[config.mk]
export PLATFORM = sky130hd
export DESIGN_NAME = wav_header_parser_top
export DESIGN_NICKNAME = d
export VERILOG_FILES = /design/src/rtl/wavp_pkg.sv /design/src/rtl/wav_header_parser_top.sv /design/src/rtl/wavp_core.sv /design/src/rtl/wavp_skid.sv
export VERILOG_INCLUDE_DIRS = /design/src /design/src/rtl
export SDC_FILE = /design/constraint.sdc
export NUM_CORES = 1
export LEC_CHECK = 0
export BUFFER_PORTS_ARGS = -buffer_cell sky130_fd_sc_hd__buf_2
export CORE_UTILIZATION = 50
export DETAILED_ROUTE_END_ITERATION = 16
export MAX_ROUTING_LAYER = met4
export PLACE_DENSITY = 0.78
export SETUP_SLACK_MARGIN = 0.5
export SLEW_MARGIN = 10
export SYNTH_ARGS = -nofsm -noshare
export SYNTH_HDL_FRONTEND = slang
export SYNTH_SLANG_ARGS = --single-unit
[constraint.sdc]
create_clock -name clk_i -period 5.01 [get_ports clk_i]
set_clock_uncertainty 0.2 [all_clocks]
set_input_delay 1.503 -clock clk_i [delete_from_list [all_inputs] [get_ports clk_i]]
set_output_delay 1.503 -clock clk_i [all_outputs]
set_load 0.02 [all_outputs]
[src/rtl/wav_header_parser_top_defines.svh]
`ifndef WAV_HEADER_PARSER_TOP_DEFINES_SVH
`define WAV_HEADER_PARSER_TOP_DEFINES_SVH

// Same-cycle implication, sampled on clk_i, quiet during reset.
`define WAVP_ASSERT_IMPL(lbl, ante, cons) \
  lbl: assert property (@(posedge clk_i) disable iff (!rst_ni) (ante) |-> (cons)) \
    else $error("wav header parser: check failed");

// Next-cycle implication, sampled on clk_i, quiet during reset.
`define WAVP_ASSERT_NEXT(lbl, ante, cons) \
  lbl: assert property (@(posedge clk_i) disable iff (!rst_ni) (ante) |=> (cons)) \
    else $error("wav header parser: check failed");

`endif

[src/rtl/wavp_pkg.sv]
package wavp_pkg;

  localparam logic [31:0] TAG_RIFF = 32'h5249_4646;
  localparam logic [31:0] TAG_WAVE = 32'h5741_5645;
  localparam logic [31:0] TAG_FMT  = 32'h666D_7420;
  localparam logic [31:0] TAG_DATA = 32'h6461_7461;
  localparam logic [31:0] FMT_BODY_LEN = 32'd16;

  typedef enum logic [3:0] {
    PH_RIFF  = 4'd0,
    PH_RSIZE = 4'd1,
    PH_WAVE  = 4'd2,
    PH_FTAG  = 4'd3,
    PH_FSIZE = 4'd4,
    PH_FSKIP = 4'd5,
    PH_FMT   = 4'd6,
    PH_DTAG  = 4'd7,
    PH_DSIZE = 4'd8,
    PH_DSKIP = 4'd9,
    PH_DATA  = 4'd10,
    PH_DONE  = 4'd11
  } phase_e;

  typedef enum logic [3:0] {
    ST_HEADER  = 4'd0,
    ST_DATA    = 4'd1,
    ST_NORIFF  = 4'd2,
    ST_NOWAVE  = 4'd3,
    ST_NOFMT   = 4'd4,
    ST_NOTPCM  = 4'd5,
    ST_BADCHAN = 4'd6,
    ST_BADBITS = 4'd7,
    ST_NODATA  = 4'd8,
    ST_ZEROCHK = 4'd9,
    ST_EMPTY   = 4'd10,
    ST_TRUNC   = 4'd11,
    ST_IGNORED = 4'd12
  } status_e;

  typedef struct packed {
    status_e     status;
    logic [7:0]  data_byte;
    logic        data_last;
    logic        is_stereo;
    logic        is_16bit;
    logic [31:0] sample_rate;
  } result_t;

endpackage

[src/rtl/wav_header_parser_top.sv]
// Channel   Direction  Handshake                 Beat payload
// input     in         in_valid_i / in_stall_o   byte_value_i, end_of_file_i
// result    out        out_valid_o / out_stall_i status_o, data_byte_o, data_last_o,
//                                                is_stereo_o, is_16bit_o, sample_rate_o
//
// One result beat per input beat; a new byte is taken every cycle while in_stall_o is low.
// The parser state updates and the result is registered in the same edge.
// A two-entry output buffer keeps input flowing through a result stall until
// its second entry fills; in_stall_o only rises when both entries hold.
// rst_ni clears the parser to expect the RIFF tag; end_of_file re-arms it.

module wav_header_parser_top (
  input  logic        clk_i,
  input  logic        rst_ni,
  input  logic        in_valid_i,
  output logic        in_stall_o,
  input  logic [7:0]  byte_value_i,
  input  logic        end_of_file_i,
  output logic        out_valid_o,
  input  logic        out_stall_i,
  output logic [3:0]  status_o,
  output logic [7:0]  data_byte_o,
  output logic        data_last_o,
  output logic        is_stereo_o,
  output logic        is_16bit_o,
  output logic [31:0] sample_rate_o
);

  wavp_pkg::result_t core_res;
  wavp_pkg::result_t out_res;
  logic              acc;

  assign acc = in_valid_i && !in_stall_o;

  wavp_core u_core (
    .clk_i         (clk_i),
    .rst_ni        (rst_ni),
    .acc_i         (acc),
    .byte_value_i  (byte_value_i),
    .end_of_file_i (end_of_file_i),
    .res_o         (core_res)
  );

  wavp_skid u_skid (
    .clk_i        (clk_i),
    .rst_ni       (rst_ni),
    .push_valid_i (in_valid_i),
    .push_res_i   (core_res),
    .push_stall_o (in_stall_o),
    .pop_valid_o  (out_valid_o),
    .pop_stall_i  (out_stall_i),
    .pop_res_o    (out_res)
  );

  assign status_o      = out_res.status;
  assign data_byte_o   = out_res.data_byte;
  assign data_last_o   = out_res.data_last;
  assign is_stereo_o   = out_res.is_stereo;
  assign is_16bit_o    = out_res.is_16bit;
  assign sample_rate_o = out_res.sample_rate;

endmodule

[src/rtl/wavp_core.sv]
`include "wav_header_parser_top_defines.svh"

module wavp_core (
  input  logic             clk_i,
  input  logic             rst_ni,
  input  logic             acc_i,
  input  logic [7:0]       byte_value_i,
  input  logic             end_of_file_i,
  output wavp_pkg::result_t res_o
);

  wavp_pkg::phase_e  phase_q, phase_d;
  wavp_pkg::status_e err_q, err_d;
  logic [1:0]  cnt_q, cnt_d;
  logic [31:0] tag_q, tag_d;
  logic [31:0] size_q, size_d;
  logic [31:0] remain_q, remain_d;
  logic [15:0] fmt_q, fmt_d;
  logic [15:0] chan_q, chan_d;
  logic [15:0] bits_q, bits_d;
  logic [31:0] rate_q, rate_d;

  wavp_pkg::status_e st;
  wavp_pkg::status_e fail_code;
  logic        fail;
  logic        last;
  logic        meta;
  logic [7:0]  db;
  logic        grp_done;
  logic [31:0] tag_sh, size_sh, rem_dec;
  logic        rem_zero;
  logic [3:0]  off;
  logic [15:0] fmt_n, chan_n, bits_n;
  logic [31:0] rate_n;

  assign grp_done = (cnt_q == 2'd3);
  assign tag_sh   = {tag_q[23:0], byte_value_i};
  assign size_sh  = {byte_value_i, size_q[31:8]};
  assign rem_dec  = remain_q - 32'd1;
  assign rem_zero = (rem_dec == 32'd0);
  assign off      = 4'(5'd16 - remain_q[4:0]);

  // Merge the current byte into the fmt body fields (little endian).
  always_comb begin
    fmt_n  = fmt_q;
    chan_n = chan_q;
    rate_n = rate_q;
    bits_n = bits_q;
    if (off < 4'd2) begin
      fmt_n = fmt_q | ({8'd0, byte_value_i} << {off[0], 3'b000});
    end else if (off < 4'd4) begin
      chan_n = chan_q | ({8'd0, byte_value_i} << {off[0], 3'b000});
    end else if (off < 4'd8) begin
      rate_n = rate_q | ({24'd0, byte_value_i} << {off[1:0], 3'b000});
    end else if (off >= 4'd14) begin
      bits_n = bits_q | ({8'd0, byte_value_i} << {off[0], 3'b000});
    end
  end

  always_comb begin
    phase_d   = phase_q;
    err_d     = err_q;
    cnt_d     = cnt_q;
    tag_d     = tag_q;
    size_d    = size_q;
    remain_d  = remain_q;
    fmt_d     = fmt_q;
    chan_d    = chan_q;
    bits_d    = bits_q;
    rate_d    = rate_q;
    st        = wavp_pkg::ST_HEADER;
    fail      = 1'b0;
    fail_code = wavp_pkg::ST_HEADER;
    last      = 1'b0;
    meta      = 1'b0;
    db        = 8'd0;

    case (phase_q)
      wavp_pkg::PH_RIFF, wavp_pkg::PH_WAVE, wavp_pkg::PH_FTAG, wavp_pkg::PH_DTAG: begin
        tag_d = tag_sh;
        cnt_d = cnt_q + 2'd1;
        if (grp_done) begin
          case (phase_q)
            wavp_pkg::PH_RIFF: begin
              if (tag_sh == wavp_pkg::TAG_RIFF) begin
                phase_d = wavp_pkg::PH_RSIZE;
              end else begin
                fail      = 1'b1;
                fail_code = wavp_pkg::ST_NORIFF;
              end
            end
            wavp_pkg::PH_WAVE: begin
              if (tag_sh == wavp_pkg::TAG_WAVE) begin
                phase_d = wavp_pkg::PH_FTAG;
              end else begin
                fail      = 1'b1;
                fail_code = wavp_pkg::ST_NOWAVE;
              end
            end
            wavp_pkg::PH_FTAG: phase_d = wavp_pkg::PH_FSIZE;
            default:           phase_d = wavp_pkg::PH_DSIZE;
          endcase
        end
      end
      wavp_pkg::PH_RSIZE: begin
        cnt_d = cnt_q + 2'd1;
        if (grp_done) begin
          phase_d = wavp_pkg::PH_WAVE;
        end
      end
      wavp_pkg::PH_FSIZE, wavp_pkg::PH_DSIZE: begin
        size_d = size_sh;
        cnt_d  = cnt_q + 2'd1;
        if (grp_done) begin
          if (phase_q == wavp_pkg::PH_FSIZE && tag_q == wavp_pkg::TAG_FMT) begin
            remain_d = wavp_pkg::FMT_BODY_LEN;
            fmt_d    = 16'd0;
            chan_d   = 16'd0;
            bits_d   = 16'd0;
            rate_d   = 32'd0;
            phase_d  = wavp_pkg::PH_FMT;
          end else if (phase_q == wavp_pkg::PH_DSIZE && tag_q == wavp_pkg::TAG_DATA) begin
            if (size_sh == 32'd0) begin
              fail      = 1'b1;
              fail_code = wavp_pkg::ST_EMPTY;
            end else begin
              remain_d = size_sh;
              phase_d  = wavp_pkg::PH_DATA;
            end
          end else if (size_sh == 32'd0) begin
            fail      = 1'b1;
            fail_code = wavp_pkg::ST_ZEROCHK;
          end else begin
            remain_d = size_sh;
            phase_d  = (phase_q == wavp_pkg::PH_FSIZE) ? wavp_pkg::PH_FSKIP
                                                       : wavp_pkg::PH_DSKIP;
          end
        end
      end
      wavp_pkg::PH_FSKIP, wavp_pkg::PH_DSKIP: begin
        remain_d = rem_dec;
        if (rem_zero) begin
          phase_d = (phase_q == wavp_pkg::PH_FSKIP) ? wavp_pkg::PH_FTAG
                                                    : wavp_pkg::PH_DTAG;
        end
      end
      wavp_pkg::PH_FMT: begin
        fmt_d    = fmt_n;
        chan_d   = chan_n;
        rate_d   = rate_n;
        bits_d   = bits_n;
        remain_d = rem_dec;
        if (rem_zero) begin
          if (fmt_n != 16'd1) begin
            fail      = 1'b1;
            fail_code = wavp_pkg::ST_NOTPCM;
          end else if (chan_n != 16'd1 && chan_n != 16'd2) begin
            fail      = 1'b1;
            fail_code = wavp_pkg::ST_BADCHAN;
          end else if (bits_n != 16'd8 && bits_n != 16'd16) begin
            fail      = 1'b1;
            fail_code = wavp_pkg::ST_BADBITS;
          end else if (size_q > wavp_pkg::FMT_BODY_LEN) begin
            // skip the fmt bytes past the parsed body
            remain_d = size_q - wavp_pkg::FMT_BODY_LEN;
            phase_d  = wavp_pkg::PH_DSKIP;
          end else begin
            phase_d = wavp_pkg::PH_DTAG;
          end
        end
      end
      wavp_pkg::PH_DATA: begin
        st       = wavp_pkg::ST_DATA;
        db       = byte_value_i;
        meta     = 1'b1;
        remain_d = rem_dec;
        if (rem_zero) begin
          last    = 1'b1;
          phase_d = wavp_pkg::PH_DONE;
        end
      end
      default: begin
        st = (err_q != wavp_pkg::ST_HEADER) ? err_q : wavp_pkg::ST_IGNORED;
      end
    endcase

    if (fail) begin
      st      = fail_code;
      err_d   = fail_code;
      phase_d = wavp_pkg::PH_DONE;
    end

    // End of file: report what was missing, or cut the data run short.
    if (end_of_file_i) begin
      if (st == wavp_pkg::ST_HEADER) begin
        if (phase_d == wavp_pkg::PH_RIFF) begin
          st = wavp_pkg::ST_NORIFF;
        end else if (phase_d <= wavp_pkg::PH_WAVE) begin
          st = wavp_pkg::ST_NOWAVE;
        end else if (phase_d <= wavp_pkg::PH_FMT) begin
          st = wavp_pkg::ST_NOFMT;
        end else begin
          st = wavp_pkg::ST_NODATA;
        end
      end else if (st == wavp_pkg::ST_DATA && !last) begin
        st   = wavp_pkg::ST_TRUNC;
        last = 1'b1;
      end
    end
  end

  always_comb begin
    res_o.status      = st;
    res_o.data_byte   = db;
    res_o.data_last   = last;
    res_o.is_stereo   = meta && (chan_q == 16'd2);
    res_o.is_16bit    = meta && (bits_q == 16'd16);
    res_o.sample_rate = meta ? rate_q : 32'd0;
  end

  always_ff @(posedge clk_i or negedge rst_ni) begin
    if (!rst_ni) begin
      phase_q  <= wavp_pkg::PH_RIFF;
      err_q    <= wavp_pkg::ST_HEADER;
      cnt_q    <= 2'd0;
      tag_q    <= 32'd0;
      size_q   <= 32'd0;
      remain_q <= 32'd0;
      fmt_q    <= 16'd0;
      chan_q   <= 16'd0;
      bits_q   <= 16'd0;
      rate_q   <= 32'd0;
    end else if (acc_i) begin
      if (end_of_file_i) begin
        // re-arm for the next file
        phase_q  <= wavp_pkg::PH_RIFF;
        err_q    <= wavp_pkg::ST_HEADER;
        cnt_q    <= 2'd0;
        tag_q    <= 32'd0;
        size_q   <= 32'd0;
        remain_q <= 32'd0;
        fmt_q    <= 16'd0;
        chan_q   <= 16'd0;
        bits_q   <= 16'd0;
        rate_q   <= 32'd0;
      end else begin
        phase_q  <= phase_d;
        err_q    <= err_d;
        cnt_q    <= cnt_d;
        tag_q    <= tag_d;
        size_q   <= size_d;
        remain_q <= remain_d;
        fmt_q    <= fmt_d;
        chan_q   <= chan_d;
        bits_q   <= bits_d;
        rate_q   <= rate_d;
      end
    end
  end

  `WAVP_ASSERT_IMPL(a_last_on_data, acc_i && res_o.data_last,
    res_o.status == wavp_pkg::ST_DATA || res_o.status == wavp_pkg::ST_TRUNC)
  `WAVP_ASSERT_NEXT(a_eof_rearm, acc_i && end_of_file_i,
    phase_q == wavp_pkg::PH_RIFF && cnt_q == 2'd0)
  `WAVP_ASSERT_IMPL(a_count_live,
    phase_q == wavp_pkg::PH_FSKIP || phase_q == wavp_pkg::PH_DSKIP ||
    phase_q == wavp_pkg::PH_FMT || phase_q == wavp_pkg::PH_DATA,
    remain_q != 32'd0)

endmodule

[src/rtl/wavp_skid.sv]
`include "wav_header_parser_top_defines.svh"

module wavp_skid (
  input  logic              clk_i,
  input  logic              rst_ni,
  input  logic              push_valid_i,
  input  wavp_pkg::result_t push_res_i,
  output logic              push_stall_o,
  output logic              pop_valid_o,
  input  logic              pop_stall_i,
  output wavp_pkg::result_t pop_res_o
);

  logic              out_valid_q, out_valid_d;
  logic              skid_valid_q, skid_valid_d;
  wavp_pkg::result_t out_q, out_d;
  wavp_pkg::result_t skid_q, skid_d;
  logic              push;
  logic              pop;

  assign push_stall_o = skid_valid_q;
  assign push         = push_valid_i && !skid_valid_q;
  assign pop          = out_valid_q && !pop_stall_i;
  assign pop_valid_o  = out_valid_q;
  assign pop_res_o    = out_q;

  always_comb begin
    out_valid_d  = out_valid_q;
    skid_valid_d = skid_valid_q;
    out_d        = out_q;
    skid_d       = skid_q;
    if (skid_valid_q) begin
      // drain the skid beat into the output register
      if (pop) begin
        out_d        = skid_q;
        skid_valid_d = 1'b0;
      end
    end else if (push) begin
      if (!out_valid_q || pop) begin
        out_d       = push_res_i;
        out_valid_d = 1'b1;
      end else begin
        skid_d       = push_res_i;
        skid_valid_d = 1'b1;
      end
    end else if (pop) begin
      out_valid_d = 1'b0;
    end
  end

  always_ff @(posedge clk_i or negedge rst_ni) begin
    if (!rst_ni) begin
      out_valid_q  <= 1'b0;
      skid_valid_q <= 1'b0;
    end else begin
      out_valid_q  <= out_valid_d;
      skid_valid_q <= skid_valid_d;
    end
  end

  always_ff @(posedge clk_i) begin
    out_q  <= out_d;
    skid_q <= skid_d;
  end

  `WAVP_ASSERT_IMPL(a_skid_behind_out, skid_valid_q, out_valid_q)
  `WAVP_ASSERT_NEXT(a_skid_drains, skid_valid_q && !pop_stall_i, !skid_valid_q && out_valid_q)
  `WAVP_ASSERT_NEXT(a_out_held, pop_valid_o && pop_stall_i, pop_valid_o && $stable(pop_res_o))

endmodule

==> run summary <==
Syn_nets -> 1451
Io pins -> 62
Final wirelength -> 39900 um
DP Cell Count -> 1812
Unrepaired setup endpoints after global routing -> no
Clock sink count -> 282
Commonest cells after routing, fill and taps aside -> dfrtp_1 (188), nor2_1 (152), a21oi_1 (118), nand2_1 (103), edfxtp_1 (94)
Top Metal Used -> met4
Asr flop ratio synth -> 66.7%
First-pass GRT wire length -> 63200 um
Dpl hpwl -> 26500 um
Fmax -> 230 MHz
Reg2Reg Setup Slack -> 0.65 ns
Synth Area in Compound Gates -> 18.1%
Main synth FF type -> dfrtp_1
Critical path origin -> u_core.remain_q[0]
Synthesized area per cell -> 10.1 um2
Max Slew Vio Count -> 0
Root buf cell -> clkbuf_16
Worst endpoint data arrival time -> 4.56 ns
Sequential area share after synthesis -> 52.2%
Worst Min Path Start -> u_core.rate_q[26]
Row Count -> 61
Worst Hold Class -> flip-flop to flip-flop
Status -> finished, final reports clean
Final hold viol count -> 0
Post-synth EDFFs -> 94
Mux contribution to synthesized area -> 3.57%
Number of global-route vias before repair -> 11359
Total track usage -> 28.3%
IO buf count -> 61
Post-CTS setup buffer count -> 0
Crit. End Element -> flip-flop
Critical Setup Path Class -> flip-flop to flip-flop
CP required -> 5.22 ns
Adder-cell share of the synthesized area -> 0.521%
Syn. warnings -> 0
DR DRC count -> 0
Simple-gate share of the synthesized area -> 19.9%
Startpoint types -> flip-flop
Reg area -> 0.00753 mm2
Grt total ovfl -> 0
Area delta synth->final -> 12.3%
Max-cap violations -> 0
Wire length on met3 -> 3800 um
Clk_lat worst skew -> 0.57 ns
Final setup viols -> 0
Setup_tns -> 0 ns
CTS Buffer Depth -> 3
Post-Synth XOR/XNOR Area -> 2.31%
Fin crit period -> 4.36 ns
Synthesized cell area -> 0.0144 mm2
Die W -> 172 um
Finished Layout Cells -> 1866
Nets@finish -> 1484
Initial antenna violation count -> 0
First-pass iteration count of the detailed router -> 7
Die area -> 0.0295 mm2
Fillcell total -> 2365
Layout cells sized above 1 -> 16.3%
Post-synth cell types -> 84
Core footprint -> 0.0281 mm2
Reg2reg start -> u_core.remain_q[0]
Mapped Cells -> 1432
P per Cell Area -> 580 mW/mm2
Slew HR -> 26.6%
N_diodes -> 0
Area occupied by multi-input gates -> 0.00649 mm2
Starting Density -> 51.3%
DIE HEIGHT -> 172 um
Pin count of the biggest net entering global routing -> 104
Hold EP -> u_core.rate_q[26]
Peak supply drop -> 0.000315 V
Worst-Margin Slew -> 1.10 ns
Final Cycle Share -> 86.9%
Reg clk slew, reported paths -> 0.06 ns
Reg-to-Reg End -> u_skid.pop_res_o[44]
Drt initial violations -> 1283
Drt wl/cell -> 21.4 um
CTS tree -> built
RePlAce Congestion -> 0.966
Register bit total from synthesis -> 282
CTS Buf Count -> 29
R2r worst-path depth -> 12
Hold Crit Depth -> 2
Vias -> 11998
P_leak -> 6.90 nW
H-tree Lvls -> 1
Commonest non-fill, non-tap cell in the layout -> dfrtp_1
Largest family of logic cells by synthesized area -> simple AND/OR/NAND/NOR gates
Routed met2 length -> 17800 um
Worst-path fanout max -> 13
M1 WL -> 17100 um
Final ANT Viol Nets -> 0
Vias per cell -> 6.43
[routing by layer]
metal | vias to the layer above | track usage, %
met5 | - | -
met4 | 0 | 8.85
met3 | 93 | 6.58
met2 | 580 | 41.6
met1 | 5918 | 38.8
li1 | 5407 | -
[sequential cells by signal (all words and copies together) (netlist names)]
name and cells:
u_skid.pop_res_o 47, u_skid.skid_q 47, u_core.rate_q 32, u_core.remain_q 32, u_core.size_q 32, u_core.tag_q 32
u_core.bits_q 16, u_core.chan_q 16, u_core.fmt_q 16, u_core.err_q 4, u_core.phase_q 4, u_core.cnt_q 2
u_skid.pop_valid_o 1, u_skid.push_stall_o 1
[metrics by stage]
stage | hold slack (ns) | util (%) | area, um2 | setup WS, ns | total power [W]
2_1_floorplan | 0.254 | - | 14400 | 0.631 | 0.00607
3_3_place_gp | 0.268 | 54.2 | 15200 | 0.353 | 0.00713
3_5_place_dp | 0.276 | 54.2 | 15200 | 0.308 | 0.00720
4_1_cts | 0.290 | 57.5 | 16200 | 0.578 | 0.00932
5_1_grt | 0.311 | 57.7 | 16200 | 0.478 | 0.00991
6_report | 0.291 | 57.7 | 16200 | 0.654 | 0.00940
[synthesized netlist by cell type, types with 7 or more instances]
cell	count	area share, %
dfrtp_1	188	33
nor2_1	155	4.0
a21oi_1	119	4.1
nand2_1	103	2.7
edfxtp_1	94	20
clkbuf_1	86	2.2
o21ai_0	59	2.0
and3_1	46	2.0
a31oi_1	43	1.9
mux2_2	43	3.4
a22o_1	41	2.5
nor4_1	41	1.8
nand2b_1	39	1.7
nor3_1	32	1.1
o31ai_1	28	1.5
xor2_1	20	1.2
nand3_1	19	0.66
a211oi_1	18	0.94
nor2b_1	18	0.78
xnor2_1	18	1.1
inv_1	16	0.42
nand4_1	14	0.61
or3_1	13	0.56
buf_2	12	0.42
or4_1	11	0.57
a21o_1	8	0.42
or2_2	8	0.35
nor4bb_1	7	0.49
o22a_1	7	0.43
[kinds of logic after synthesis]
logic type,after synthesis
buf+inv,122
xor+xnor,38
compound gates,390
fa+ha+maj,6
flops,282
simple gates,548
mux,46
[timing repair]
action,CTS,global route
resized for setup,0,10
setup endpoints to repair,0,41
hold buffers,0,0
[layout make-up]
class	count	share of cell area [%]
clock inverter	18	0.942
multi-input combinational	1028	40.1
clock buffer	36	4.77
sequential	282	46.5
inverter	17	0.394
timing repair buffer	107	4.40
tap	378	2.92
[worst max-delay path: stages, from the launching register on]
cell      delay [ns]
dfrtp_1         0.48
inv_1           0.20
ha_2            0.36
or4b_1          0.55
nor4_1          0.36
xnor2_1         0.20
inv_1           0.11
a311oi_2        0.42
nand4_2         0.30
or4_1           0.57
nand3_1         0.18
a221oi_2        0.08
o211ai_1        0.19
[where the power goes]
part	internal (W)	switching (W)	leakage, nW	total [W]
clock	0.00120	0.000916	0.455	0.00211
combinational	0.00134	0.00229	2.98	0.00362
sequential	0.00302	0.000643	3.46	0.00366
total	0.00556	0.00384	6.90	0.00940
[worst max-delay path by stage]
| stage | end | cells after the start |
|---|---|---|
| after floorplan | u_skid.pop_res_o[46] | 10 |
| after global placement | u_skid.pop_res_o[46] | 12 |
| after detailed placement | u_skid.pop_res_o[43] | 12 |
| after CTS | u_core.remain_q[4] | 13 |
| after global routing | u_skid.pop_res_o[46] | 14 |
| final | u_skid.pop_res_o[44] | 12 |
Note: power is estimated with default switching activity, not from simulation.
